File: config.mk
export PLATFORM = sky130hd
export DESIGN_NAME = black_interval_detector_core_flat
export DESIGN_NICKNAME = d
export VERILOG_FILES = /design/src/hw/rtl/bid_pkg.sv /design/src/hw/rtl/bid_if.sv /design/src/hw/rtl/black_interval_detector_core.sv /design/src/hw/rtl/bid_cfg.sv /design/src/hw/rtl/bid_front.sv /design/src/hw/rtl/bid_queue.sv /design/src/hw/rtl/bid_back.sv /design/src/flat_wrapper.sv
export SDC_FILE = /design/constraint.sdc
export NUM_CORES = 2
export LEC_CHECK = 0
export ABC_AREA = 0
export BUFFER_PORTS_ARGS = -buffer_cell sky130_fd_sc_hd__buf_2
export CAP_MARGIN = 20
export CORE_ASPECT_RATIO = 0.75
export CORE_MARGIN = 5
export CORE_UTILIZATION = 35
export DETAILED_ROUTE_END_ITERATION = 7
export SKIP_LAST_GASP = 1
export SLEW_MARGIN = 20
export SYNTH_ARGS = -nofsm -noshare
export SYNTH_HDL_FRONTEND = slang
export SYNTH_SLANG_ARGS = --single-unit
File: constraint.sdc
create_clock -name i_clk -period 23.3 [get_ports i_clk]
set_input_delay 1.165 -clock i_clk [delete_from_list [all_inputs] [get_ports i_clk]]
set_output_delay 1.165 -clock i_clk [all_outputs]
set_load 0.005 [all_outputs]
File: src/hw/rtl/bid_pkg.sv
package bid_pkg;

    localparam int FRAC_W    = 17;
    localparam int DEPTH_W   = 5;
    localparam int FPC_W     = 25;
    localparam int DUR_W     = 48;
    localparam int PIX_W     = 16;
    localparam int THR_W     = 16;
    localparam int PROD_W    = FRAC_W + FPC_W;
    localparam int APB_DW    = 64;
    localparam int APB_AW    = 6;
    localparam int REG_IDX_W = 3;
    localparam int QUEUE_DEPTH = 4;

    localparam logic [REG_IDX_W-1:0] REG_PIX_FRAC  = 3'd0;
    localparam logic [REG_IDX_W-1:0] REG_BIT_DEPTH = 3'd1;
    localparam logic [REG_IDX_W-1:0] REG_FULL_RNG  = 3'd2;
    localparam logic [REG_IDX_W-1:0] REG_PIC_RATIO = 3'd3;
    localparam logic [REG_IDX_W-1:0] REG_FRAME_PIX = 3'd4;
    localparam logic [REG_IDX_W-1:0] REG_MIN_DUR   = 3'd5;

    localparam logic [FRAC_W-1:0]  RST_PIX_FRAC  = 17'd6554;
    localparam logic [DEPTH_W-1:0] RST_BIT_DEPTH = 5'd8;
    localparam logic               RST_FULL_RNG  = 1'b0;
    localparam logic [FRAC_W-1:0]  RST_PIC_RATIO = 17'd64225;
    localparam logic [FPC_W-1:0]   RST_FRAME_PIX = 25'd2073600;
    localparam logic [DUR_W-1:0]   RST_MIN_DUR   = 48'd180000;

    localparam logic [FRAC_W-1:0]  Q16_ONE   = 17'd65536;
    localparam logic [DEPTH_W-1:0] DEPTH_MIN = 5'd8;
    localparam logic [DEPTH_W-1:0] DEPTH_MAX = 5'd16;

    typedef enum logic [1:0] {
        EV_NONE  = 2'd0,
        EV_START = 2'd1,
        EV_END   = 2'd2
    } t_event;

    typedef struct packed {
        logic [THR_W-1:0]  thr;
        logic [PIX_W-1:0]  mask;
        logic [PROD_W-1:0] ratio_prod;
        logic [DUR_W-1:0]  min_dur;
    } t_cfg;

    function automatic logic [DEPTH_W-1:0] f_eff_depth(input logic [DEPTH_W-1:0] depth);
        logic [DEPTH_W-1:0] d;
        d = depth;
        if (depth < DEPTH_MIN) begin
            d = DEPTH_MIN;
        end else if (depth > DEPTH_MAX) begin
            d = DEPTH_MAX;
        end
        return d;
    endfunction

    function automatic logic [FRAC_W-1:0] f_clamp_q16(input logic [FRAC_W-1:0] v);
        return (v > Q16_ONE) ? Q16_ONE : v;
    endfunction

    function automatic logic [PIX_W-1:0] f_depth_mask(input logic [DEPTH_W-1:0] depth);
        logic [DEPTH_W-1:0] d;
        d = f_eff_depth(depth);
        return PIX_W'((17'd1 << d) - 17'd1);
    endfunction

    function automatic logic [THR_W-1:0] f_pix_threshold(
        input logic [FRAC_W-1:0]  frac,
        input logic [DEPTH_W-1:0] depth,
        input logic               full
    );
        logic [FRAC_W-1:0]  f;
        logic [DEPTH_W-1:0] d;
        logic [3:0]         sh;
        logic [PIX_W-1:0]   maxv;
        logic [32:0]        pf;
        logic [32:0]        pl;
        logic [16:0]        base;
        logic [THR_W-1:0]   res;
        f    = f_clamp_q16(frac);
        d    = f_eff_depth(depth);
        sh   = 4'(d - DEPTH_MIN);
        maxv = PIX_W'((17'd1 << d) - 17'd1);
        pf   = 33'(f) * 33'(maxv);
        pl   = 33'(f * 25'd219) << sh;
        base = 17'd16 << sh;
        if (full) begin
            res = THR_W'(pf >> 16);
        end else begin
            res = THR_W'(base + pl[32:16]);
        end
        return res;
    endfunction

endpackage

File: src/hw/rtl/bid_if.sv
interface bid_in_if #(
    parameter int TIME_W = 48
);
    logic              valid;
    logic              ready;
    logic              func;
    logic [15:0]       pixel_value;
    logic              last_in_frame;
    logic [TIME_W-1:0] frame_time;

    modport source (output valid, func, pixel_value, last_in_frame, frame_time, input ready);
    modport sink   (input valid, func, pixel_value, last_in_frame, frame_time, output ready);
endinterface

interface bid_out_if #(
    parameter int CNT_W  = 25,
    parameter int TIME_W = 48
);
    logic              valid;
    logic              ready;
    logic [1:0]        event_res;
    logic              frame_black;
    logic [CNT_W-1:0]  black_pixel_count;
    logic [TIME_W-1:0] run_start_time;
    logic [TIME_W-1:0] run_end_time;
    logic [TIME_W-1:0] run_length;
    logic              duration_met;

    modport source (output valid, event_res, frame_black, black_pixel_count, run_start_time,
                    run_end_time, run_length, duration_met, input ready);
    modport sink   (input valid, event_res, frame_black, black_pixel_count, run_start_time,
                    run_end_time, run_length, duration_met, output ready);
endinterface

File: src/hw/rtl/black_interval_detector_core.sv
// Black interval detector.
// Luma samples enter on i_pix, one transfer per sample; last_in_frame marks the
// final sample of a frame and func set to one marks the end of the stream.
// One result leaves on o_res for every finished frame, and one for an end of
// stream that closes an open black run; other transfers give no result.
// The APB port holds the thresholds, frame size and minimum run length; the user
// is to write it only while the block is idle, which the block does not enforce;
// pready is always high. A sample is taken every cycle while the queue has room.
// The front counts black samples and passes each frame end into a four-entry
// queue; the back compares the count with the ratio, tracks the run and loads
// the output register. A frame end reaches o_res via its queue entry and that register.
// If o_res stalls, the queue fills and i_pix.ready falls once it holds four
// frame ends; samples within a frame never wait on the queue until then.
// Reset, synchronous and active low, loads the register defaults, clears the
// black count and closes any run; derived thresholds are ready on the first
// cycle after reset.
module black_interval_detector_core
    import bid_pkg::*;
#(
    parameter int MAX_FRAME_PIXELS = 16777216,
    parameter int TIME_BITS        = 48
) (
    input  logic              i_clk,
    input  logic              i_rst_n,
    input  logic              psel,
    input  logic              penable,
    input  logic              pwrite,
    input  logic [APB_AW-1:0] paddr,
    input  logic [APB_DW-1:0] pwdata,
    output logic [APB_DW-1:0] prdata,
    output logic              pready,
    bid_in_if.sink            i_pix,
    bid_out_if.source         o_res
);

    localparam int CNT_W  = $clog2(MAX_FRAME_PIXELS + 1);
    localparam int ITEM_W = 1 + CNT_W + TIME_BITS;

    t_cfg              cfg;
    logic              q_full;
    logic              q_push;
    logic [ITEM_W-1:0] q_wdata;
    logic              q_pop;
    logic              q_vld;
    logic [ITEM_W-1:0] q_rdata;

    bid_cfg u_cfg (
        .i_clk   (i_clk),
        .i_rst_n (i_rst_n),
        .psel    (psel),
        .penable (penable),
        .pwrite  (pwrite),
        .paddr   (paddr),
        .pwdata  (pwdata),
        .prdata  (prdata),
        .pready  (pready),
        .o_cfg   (cfg)
    );

    bid_front #(
        .MAX_FRAME_PIXELS (MAX_FRAME_PIXELS),
        .TIME_BITS        (TIME_BITS)
    ) u_front (
        .i_clk    (i_clk),
        .i_rst_n  (i_rst_n),
        .i_pix    (i_pix),
        .i_cfg    (cfg),
        .i_q_full (q_full),
        .o_q_push (q_push),
        .o_q_data (q_wdata)
    );

    bid_queue #(
        .W     (ITEM_W),
        .DEPTH (QUEUE_DEPTH)
    ) u_queue (
        .i_clk   (i_clk),
        .i_rst_n (i_rst_n),
        .i_push  (q_push),
        .i_data  (q_wdata),
        .o_full  (q_full),
        .i_pop   (q_pop),
        .o_vld   (q_vld),
        .o_data  (q_rdata)
    );

    bid_back #(
        .MAX_FRAME_PIXELS (MAX_FRAME_PIXELS),
        .TIME_BITS        (TIME_BITS)
    ) u_back (
        .i_clk    (i_clk),
        .i_rst_n  (i_rst_n),
        .i_cfg    (cfg),
        .i_q_vld  (q_vld),
        .i_q_data (q_rdata),
        .o_q_pop  (q_pop),
        .o_res    (o_res)
    );

endmodule

File: src/hw/rtl/bid_cfg.sv
module bid_cfg
    import bid_pkg::*;
(
    input  logic              i_clk,
    input  logic              i_rst_n,
    input  logic              psel,
    input  logic              penable,
    input  logic              pwrite,
    input  logic [APB_AW-1:0] paddr,
    input  logic [APB_DW-1:0] pwdata,
    output logic [APB_DW-1:0] prdata,
    output logic              pready,
    output t_cfg              o_cfg
);

    logic [FRAC_W-1:0]    r_frac, n_frac;
    logic [DEPTH_W-1:0]   r_depth, n_depth;
    logic                 r_full, n_full;
    logic [FRAC_W-1:0]    r_ratio, n_ratio;
    logic [FPC_W-1:0]     r_fpc, n_fpc;
    logic [DUR_W-1:0]     r_min, n_min;
    logic [THR_W-1:0]     r_thr;
    logic [PIX_W-1:0]     r_mask;
    logic [PROD_W-1:0]    r_prod;
    logic [REG_IDX_W-1:0] idx;
    logic                 wr;

    assign idx    = paddr[APB_AW-1:3];
    assign wr     = psel && penable && pwrite;
    assign pready = 1'b1;

    always_comb begin
        n_frac  = r_frac;
        n_depth = r_depth;
        n_full  = r_full;
        n_ratio = r_ratio;
        n_fpc   = r_fpc;
        n_min   = r_min;
        if (!i_rst_n) begin
            n_frac  = RST_PIX_FRAC;
            n_depth = RST_BIT_DEPTH;
            n_full  = RST_FULL_RNG;
            n_ratio = RST_PIC_RATIO;
            n_fpc   = RST_FRAME_PIX;
            n_min   = RST_MIN_DUR;
        end else if (wr) begin
            case (idx)
                REG_PIX_FRAC:  n_frac  = pwdata[FRAC_W-1:0];
                REG_BIT_DEPTH: n_depth = pwdata[DEPTH_W-1:0];
                REG_FULL_RNG:  n_full  = pwdata[0];
                REG_PIC_RATIO: n_ratio = pwdata[FRAC_W-1:0];
                REG_FRAME_PIX: n_fpc   = pwdata[FPC_W-1:0];
                REG_MIN_DUR:   n_min   = pwdata[DUR_W-1:0];
                default: ;
            endcase
        end
    end

    always_ff @(posedge i_clk) begin
        if (!i_rst_n) begin
            r_frac  <= RST_PIX_FRAC;
            r_depth <= RST_BIT_DEPTH;
            r_full  <= RST_FULL_RNG;
            r_ratio <= RST_PIC_RATIO;
            r_fpc   <= RST_FRAME_PIX;
            r_min   <= RST_MIN_DUR;
        end else begin
            r_frac  <= n_frac;
            r_depth <= n_depth;
            r_full  <= n_full;
            r_ratio <= n_ratio;
            r_fpc   <= n_fpc;
            r_min   <= n_min;
        end
    end

    // Derived values follow the next register contents, so they are valid straight after reset.
    always_ff @(posedge i_clk) begin
        r_thr  <= f_pix_threshold(n_frac, n_depth, n_full);
        r_mask <= f_depth_mask(n_depth);
        r_prod <= PROD_W'(f_clamp_q16(n_ratio)) * PROD_W'(n_fpc);
    end

    always_comb begin
        case (idx)
            REG_PIX_FRAC:  prdata = APB_DW'(r_frac);
            REG_BIT_DEPTH: prdata = APB_DW'(r_depth);
            REG_FULL_RNG:  prdata = APB_DW'(r_full);
            REG_PIC_RATIO: prdata = APB_DW'(r_ratio);
            REG_FRAME_PIX: prdata = APB_DW'(r_fpc);
            REG_MIN_DUR:   prdata = APB_DW'(r_min);
            default:       prdata = '0;
        endcase
    end

    assign o_cfg.thr        = r_thr;
    assign o_cfg.mask       = r_mask;
    assign o_cfg.ratio_prod = r_prod;
    assign o_cfg.min_dur    = r_min;

endmodule

File: src/hw/rtl/bid_front.sv
module bid_front
    import bid_pkg::*;
#(
    parameter int MAX_FRAME_PIXELS = 16777216,
    parameter int TIME_BITS        = 48
) (
    input  logic           i_clk,
    input  logic           i_rst_n,
    bid_in_if.sink         i_pix,
    input  t_cfg           i_cfg,
    input  logic           i_q_full,
    output logic           o_q_push,
    output logic [$clog2(MAX_FRAME_PIXELS+1)+TIME_BITS:0] o_q_data
);

    localparam int CNT_W = $clog2(MAX_FRAME_PIXELS + 1);

    logic [CNT_W-1:0] r_cnt, n_cnt;
    logic [CNT_W-1:0] cnt_inc;
    logic [PIX_W-1:0] pix_m;
    logic             acc;
    logic             inc;
    logic             frame_end;

    assign i_pix.ready = !i_q_full;
    assign acc         = i_pix.valid && !i_q_full;
    assign pix_m       = i_pix.pixel_value & i_cfg.mask;
    assign inc         = (pix_m <= i_cfg.thr) && (r_cnt < CNT_W'(MAX_FRAME_PIXELS));
    assign cnt_inc     = r_cnt + CNT_W'(inc);
    assign frame_end   = i_pix.func || i_pix.last_in_frame;
    assign o_q_push    = acc && frame_end;

    always_comb begin
        if (i_pix.func) begin
            o_q_data = {1'b1, {(CNT_W + TIME_BITS){1'b0}}};
        end else begin
            o_q_data = {1'b0, cnt_inc, i_pix.frame_time};
        end
    end

    always_comb begin
        n_cnt = r_cnt;
        if (acc) begin
            n_cnt = frame_end ? '0 : cnt_inc;
        end
    end

    always_ff @(posedge i_clk) begin
        if (!i_rst_n) begin
            r_cnt <= '0;
        end else begin
            r_cnt <= n_cnt;
        end
    end

endmodule

File: src/hw/rtl/bid_queue.sv
module bid_queue #(
    parameter int W     = 74,
    parameter int DEPTH = 4
) (
    input  logic         i_clk,
    input  logic         i_rst_n,
    input  logic         i_push,
    input  logic [W-1:0] i_data,
    output logic         o_full,
    input  logic         i_pop,
    output logic         o_vld,
    output logic [W-1:0] o_data
);

    localparam int AW = (DEPTH > 1) ? $clog2(DEPTH) : 1;
    localparam int CW = $clog2(DEPTH + 1);

    logic [W-1:0]  r_mem [DEPTH];
    logic [AW-1:0] r_wp, r_rp;
    logic [CW-1:0] r_cnt;

    assign o_full = (r_cnt == CW'(DEPTH));
    assign o_vld  = (r_cnt != '0);
    assign o_data = r_mem[r_rp];

    always_ff @(posedge i_clk) begin
        if (i_push) begin
            r_mem[r_wp] <= i_data;
        end
    end

    always_ff @(posedge i_clk) begin
        if (!i_rst_n) begin
            r_wp  <= '0;
            r_rp  <= '0;
            r_cnt <= '0;
        end else begin
            if (i_push) begin
                r_wp <= (r_wp == AW'(DEPTH - 1)) ? '0 : r_wp + 1'b1;
            end
            if (i_pop) begin
                r_rp <= (r_rp == AW'(DEPTH - 1)) ? '0 : r_rp + 1'b1;
            end
            r_cnt <= r_cnt + CW'(i_push) - CW'(i_pop);
        end
    end

endmodule

File: src/hw/rtl/bid_back.sv
module bid_back
    import bid_pkg::*;
#(
    parameter int MAX_FRAME_PIXELS = 16777216,
    parameter int TIME_BITS        = 48
) (
    input  logic     i_clk,
    input  logic     i_rst_n,
    input  t_cfg     i_cfg,
    input  logic     i_q_vld,
    input  logic [$clog2(MAX_FRAME_PIXELS+1)+TIME_BITS:0] i_q_data,
    output logic     o_q_pop,
    bid_out_if.source o_res
);

    localparam int CNT_W = $clog2(MAX_FRAME_PIXELS + 1);
    localparam int CMP_W = (CNT_W + 16 > PROD_W) ? CNT_W + 16 : PROD_W;
    localparam int LEN_W = (TIME_BITS > DUR_W) ? TIME_BITS : DUR_W;

    logic                 q_eos;
    logic [CNT_W-1:0]     q_cnt;
    logic [TIME_BITS-1:0] q_time;
    logic                 black;
    logic [TIME_BITS-1:0] end_t;
    logic                 end_ge;
    logic [TIME_BITS-1:0] len;
    logic                 met;

    logic                 r_run_active, n_run_active;
    logic [TIME_BITS-1:0] r_run_start, n_run_start;
    logic [TIME_BITS-1:0] r_prev, n_prev;
    logic                 r_out_vld, n_out_vld;
    t_event               r_event, n_event;
    logic                 r_fb, n_fb;
    logic [CNT_W-1:0]     r_cnt, n_cnt;
    logic [TIME_BITS-1:0] r_st, n_st;
    logic [TIME_BITS-1:0] r_et, n_et;
    logic [TIME_BITS-1:0] r_len, n_len;
    logic                 r_met, n_met;

    assign q_eos  = i_q_data[CNT_W + TIME_BITS];
    assign q_cnt  = i_q_data[TIME_BITS +: CNT_W];
    assign q_time = i_q_data[TIME_BITS-1:0];

    assign black  = CMP_W'({q_cnt, 16'h0000}) >= CMP_W'(i_cfg.ratio_prod);
    assign end_t  = q_eos ? r_prev : q_time;
    assign end_ge = end_t >= r_run_start;
    assign len    = end_ge ? end_t - r_run_start : '0;
    assign met    = end_ge && (LEN_W'(len) >= LEN_W'(i_cfg.min_dur));

    assign o_q_pop = i_q_vld && (!r_out_vld || o_res.ready);

    always_comb begin
        n_run_active = r_run_active;
        n_run_start  = r_run_start;
        n_prev       = r_prev;
        n_out_vld    = r_out_vld && !o_res.ready;
        n_event      = r_event;
        n_fb         = r_fb;
        n_cnt        = r_cnt;
        n_st         = r_st;
        n_et         = r_et;
        n_len        = r_len;
        n_met        = r_met;
        if (o_q_pop) begin
            n_event = EV_NONE;
            n_fb    = 1'b0;
            n_cnt   = '0;
            n_st    = '0;
            n_et    = '0;
            n_len   = '0;
            n_met   = 1'b0;
            if (q_eos) begin
                if (r_run_active) begin
                    n_out_vld    = 1'b1;
                    n_run_active = 1'b0;
                    n_event      = EV_END;
                    n_st         = r_run_start;
                    n_et         = end_t;
                    n_len        = len;
                    n_met        = met;
                end
            end else begin
                n_out_vld = 1'b1;
                n_fb      = black;
                n_cnt     = q_cnt;
                n_prev    = q_time;
                if (black) begin
                    if (!r_run_active) begin
                        n_run_active = 1'b1;
                        n_run_start  = q_time;
                        n_event      = EV_START;
                        n_st         = q_time;
                    end else begin
                        n_st = r_run_start;
                    end
                end else if (r_run_active) begin
                    n_run_active = 1'b0;
                    n_event      = EV_END;
                    n_st         = r_run_start;
                    n_et         = end_t;
                    n_len        = len;
                    n_met        = met;
                end
            end
        end
    end

    always_ff @(posedge i_clk) begin
        if (!i_rst_n) begin
            r_run_active <= 1'b0;
            r_run_start  <= '0;
            r_prev       <= '0;
            r_out_vld    <= 1'b0;
        end else begin
            r_run_active <= n_run_active;
            r_run_start  <= n_run_start;
            r_prev       <= n_prev;
            r_out_vld    <= n_out_vld;
        end
    end

    always_ff @(posedge i_clk) begin
        r_event <= n_event;
        r_fb    <= n_fb;
        r_cnt   <= n_cnt;
        r_st    <= n_st;
        r_et    <= n_et;
        r_len   <= n_len;
        r_met   <= n_met;
    end

    assign o_res.valid             = r_out_vld;
    assign o_res.event_res         = r_event;
    assign o_res.frame_black       = r_fb;
    assign o_res.black_pixel_count = r_cnt;
    assign o_res.run_start_time    = r_st;
    assign o_res.run_end_time      = r_et;
    assign o_res.run_length        = r_len;
    assign o_res.duration_met      = r_met;

`ifndef NO_ASSERTIONS
    a_start_is_black: assert property (@(posedge i_clk) disable iff (!i_rst_n)
        r_out_vld && (r_event == EV_START) |-> r_fb && r_run_active)
        else $error("Run start reported for a frame that is not black.");

    a_end_closes_run: assert property (@(posedge i_clk) disable iff (!i_rst_n)
        r_out_vld && (r_event == EV_END) |-> !r_fb && !r_run_active)
        else $error("Run end reported while the run is still open.");

    a_none_tracks_run: assert property (@(posedge i_clk) disable iff (!i_rst_n)
        r_out_vld && (r_event == EV_NONE) |-> (r_fb == r_run_active))
        else $error("Frame result disagrees with the run state.");

    a_end_fields_idle: assert property (@(posedge i_clk) disable iff (!i_rst_n)
        r_out_vld && (r_event != EV_END) |-> (r_et == '0) && (r_len == '0) && !r_met)
        else $error("End fields set on a result that ends no run.");
`endif

endmodule
File: src/flat_wrapper.sv
// flat-port wrapper written by rule: the top's interface ports become plain ports
module black_interval_detector_core_flat import bid_pkg::*;
#(
    parameter int MAX_FRAME_PIXELS = 16777216,
    parameter int TIME_BITS        = 48
)
  (i_clk, i_rst_n, psel, penable, pwrite, paddr, pwdata, prdata, pready, i_pix_valid, i_pix_func, i_pix_pixel_value, i_pix_last_in_frame, i_pix_frame_time, i_pix_ready, o_res_valid, o_res_event_res, o_res_frame_black, o_res_black_pixel_count, o_res_run_start_time, o_res_run_end_time, o_res_run_length, o_res_duration_met, o_res_ready);
  bid_in_if i_pix_i ();
  bid_out_if o_res_i ();
  input  logic i_clk;
  input  logic i_rst_n;
  input  logic psel;
  input  logic penable;
  input  logic pwrite;
  input  logic [APB_AW-1:0] paddr;
  input  logic [APB_DW-1:0] pwdata;
  output logic [APB_DW-1:0] prdata;
  output logic pready;
  input wire logic [$bits(i_pix_i.valid)-1:0] i_pix_valid;
  input wire logic [$bits(i_pix_i.func)-1:0] i_pix_func;
  input wire logic [$bits(i_pix_i.pixel_value)-1:0] i_pix_pixel_value;
  input wire logic [$bits(i_pix_i.last_in_frame)-1:0] i_pix_last_in_frame;
  input wire logic [$bits(i_pix_i.frame_time)-1:0] i_pix_frame_time;
  output wire logic [$bits(i_pix_i.ready)-1:0] i_pix_ready;
  output wire logic [$bits(o_res_i.valid)-1:0] o_res_valid;
  output wire logic [$bits(o_res_i.event_res)-1:0] o_res_event_res;
  output wire logic [$bits(o_res_i.frame_black)-1:0] o_res_frame_black;
  output wire logic [$bits(o_res_i.black_pixel_count)-1:0] o_res_black_pixel_count;
  output wire logic [$bits(o_res_i.run_start_time)-1:0] o_res_run_start_time;
  output wire logic [$bits(o_res_i.run_end_time)-1:0] o_res_run_end_time;
  output wire logic [$bits(o_res_i.run_length)-1:0] o_res_run_length;
  output wire logic [$bits(o_res_i.duration_met)-1:0] o_res_duration_met;
  input wire logic [$bits(o_res_i.ready)-1:0] o_res_ready;
  assign i_pix_i.valid = i_pix_valid;
  assign i_pix_i.func = i_pix_func;
  assign i_pix_i.pixel_value = i_pix_pixel_value;
  assign i_pix_i.last_in_frame = i_pix_last_in_frame;
  assign i_pix_i.frame_time = i_pix_frame_time;
  assign i_pix_ready = i_pix_i.ready;
  assign o_res_valid = o_res_i.valid;
  assign o_res_event_res = o_res_i.event_res;
  assign o_res_frame_black = o_res_i.frame_black;
  assign o_res_black_pixel_count = o_res_i.black_pixel_count;
  assign o_res_run_start_time = o_res_i.run_start_time;
  assign o_res_run_end_time = o_res_i.run_end_time;
  assign o_res_run_length = o_res_i.run_length;
  assign o_res_duration_met = o_res_i.duration_met;
  assign o_res_i.ready = o_res_ready;
  black_interval_detector_core #(.MAX_FRAME_PIXELS(MAX_FRAME_PIXELS), .TIME_BITS(TIME_BITS)) u_core (.i_clk(i_clk), .i_rst_n(i_rst_n), .psel(psel), .penable(penable), .pwrite(pwrite), .paddr(paddr), .pwdata(pwdata), .prdata(prdata), .pready(pready), .i_pix(i_pix_i), .o_res(o_res_i));
endmodule
==> out/qor.yml <==
wl_um: 184700
grt_first_pass_wirelength_um: 281100
track_usage_pct: 19.62
max_stage_delay_ns: 0.84
fin_cells: 8916
drt.antenna.violating_nets: 0
vias: 45170
final_cell_mix: "inv_1 (1004), nand2_1 (879), fa_1 (608), edfxtp_1 (469), ha_1 (426)"
clock_path_buffers: 3
cts_resized: 0
regArea_um2: 20480
yosysSeqAreaShare_pct: 32.95
core_um2: 175900
worst_ep_required_time_ns: 23.88
antenna_found_initial: 25
drv_cap: 0
gp_congestion: 0.9182
rsz0062_at_grt: "no"
power.total_mw: 7.763
route.met3.wl_um: 12340
whs_path_depth: 2
grt_overflow: 0
slowest_stage: "nor2_1"
arrival_ns: 12.06
vias_per_cell: 5.066
cts_tree: "done"
slew_headroom_pct: 20.37
n_fill_cell: 17290
vdd_drop_max_uv: 132.3
drv_slew: 0
syn_area_um2: 62120
route.detailed.wl_per_inst_um: 20.71
io_pins: 383
hold_buffers: 0
num_rows: 133
areaGrowthSynthToFinish_pct: 11.26
async_flop_share_pct: 0
cts_root_buf: "clkbuf_16"
synth_ff_type: "edfxtp_1"
synth.distinct_cells: 99
synth_warnings: 0
io_buffers: 346
critPathLaunchType: "input pin"
skew_ns: 0.04913
initial_core_util_pct: 35.32
drive_gt1_share_pct: 10.93
setup-tns-final_ns: 0
cts.sinks: 788
fin_crit_sh_pct: 49.24
leakage_nw: 30.73
numCtsBuffers: 84
nets: 7648
drt-met1-wl_um: 81230
dr.pass1.iters: 8
die_area_um2: 186100
synth-edff-count: 469
grt_max_degree: 178
fmax_ghz: 0.08717
ys_ff_latch: 788
final_common_cell: "inv_1"
die_w_um: 496.5
crit_type: "in -> reg"
cts_post_setup_buffers_inserted: 0
hold_violations: 0
syn_inst: 6271
clk_latency_ns: 0.70
drc: 0
die_y_um: 374.8
path_max_fanout: 19
dp_hpwl_um: 142000
synth.avg_cell_area_um2: 9.906
outcome: "complete, no violations"
htree_levels: 3
wl_met2_um: 83240
r2r_cells: 37
tightest_slew_ns: 1.194
drt-initial-drc-count: 3812
setup_viol: 0
dp.cells: 8746
top_layer: "met5"
power.density_nw_per_um2: 112.3
clkSlewWorstSetupHoldPaths_ns: 0.06
min_path_type: "reg -> reg"
grt_pass1_vias: 45630
endpoint_kind: "flop"
multi_input_area_um2: 36580
fin_crit_ns: 11.47
==> synth_stat cells, drive strengths merged (31+ instances only) <==
| library cell | n | area share, % |
|---|---|---|
| buf | 109 | 0.96 |
| nand4 | 32 | 0.32 |
| and3 | 73 | 0.74 |
| mux4 | 77 | 2.8 |
| nor2 | 376 | 2.3 |
| mux2i | 161 | 2.6 |
| clkbuf | 211 | 1.3 |
| o21bai | 31 | 0.37 |
| inv | 1013 | 6.1 |
| o21ai | 237 | 1.9 |
| edfxtp | 469 | 23 |
| ha | 426 | 8.6 |
| a21o | 79 | 0.95 |
| o21a | 31 | 0.37 |
| xnor2 | 103 | 1.5 |
| dfxtp | 319 | 10 |
| xor2 | 44 | 0.68 |
| nand2b | 42 | 0.44 |
| nor3 | 94 | 0.81 |
| a21boi | 71 | 0.86 |
| nor2b | 182 | 1.8 |
| fa | 608 | 20 |
| and2 | 106 | 1.1 |
| a21oi | 177 | 1.5 |
| nand2 | 882 | 5.3 |
| nand3 | 45 | 0.36 |
| o211a | 47 | 0.77 |
==> kinds of logic (layout without fill, tap and decap cells) <==
group | after synthesis | count (layout) | share of synthesized area [%]
multiplexers | 258 | 258 | 5.755
XOR/XNOR | 147 | 147 | 2.145
adder cells (fa/ha/maj) | 1034 | 1034 | 28.17
buffers and inverters | 1339 | 1585 | 8.401
AND/OR/NAND/NOR | 1888 | 1888 | 13.90
AO/OA/AOI/OAI | 815 | 815 | 8.661
flip-flops | 788 | 788 | 32.95
other | 2 | 39 | 0.01209
==> through the flow <==
step	setup slack, ns	cell area [um2]	util [%]	hold WS (ns)
floorplan	14.10	62210	-	0.4435
global route	11.14	69100	39.28	0.4923
finish	11.83	69120	39.29	0.4654
CTS	12.04	69070	39.27	0.4673
detailed placement	11.31	66100	37.58	0.4590
global placement	11.42	66100	37.58	0.4548
==> worst paths after layout <==
| check | from | end | slack [ns] |
|---|---|---|---|
| setup reg to reg | u_core.u_cfg.r_frac[15] | u_core.u_cfg.r_thr[14] | 13.36 |
| hold / removal | u_core.u_cfg.r_min[37] | u_core.u_cfg.r_min[37] | 0.47 |
| setup / recovery | paddr[4] | u_core.u_cfg.r_prod[39] | 11.83 |
| hold reg to reg | u_core.u_cfg.r_min[37] | u_core.u_cfg.r_min[37] | 0.47 |
==> area by class of cell <==
class                           instances  area share [%]
Tap cell                             2362           4.276
Timing Repair Buffer                  411           3.264
Antenna cell                           14         0.05069
Multi-Input combinational cell       4167           52.93
Inverter                             1019           5.549
Clock buffer                          101           3.311
Clock inverter                         54          0.9902
Sequential cell                       788           29.63
==> sequential cells by signal (all words and copies together) (netlist names), 42 cells and up, named ones only <==
name                                flops
u_core.u_back.o_res.run_end_time       48
u_core.u_back.o_res.run_length         48
u_core.u_back.o_res.run_start_time     48
u_core.u_back.r_prev                   48
u_core.u_back.r_run_start              48
u_core.u_cfg.r_min                     48
u_core.u_cfg.r_prod                    42
u_core.u_queue.r_mem                  296
==> critical path: cells and delay by family <==
kind,cells,cell delay (ns)
buffers and inverters,7,0.90
AO/OA/AOI/OAI,7,1.77
AND/OR/NAND/NOR,11,4.68
adder cells (fa/ha/maj),7,3.34
XOR/XNOR,1,0.15
==> metal layers <==
metal | GRT usage [%] | vias to the layer above
li1 | - | 20800
met1 | 27.42 | 22640
met2 | 30.51 | 1460
met3 | 3.187 | 267
met4 | 7.569 | 4
met5 | 0 | -
==> power by group <==
group | internal, mW | switching (mW) | total [mW]
clock network | 0.832 | 0.605 | 1.44
logic | 1.66 | 2.62 | 4.28
registers | 1.86 | 0.187 | 2.04
total | 4.35 | 3.41 | 7.76
No activity file was read; power rests on OpenSTA's default activity.
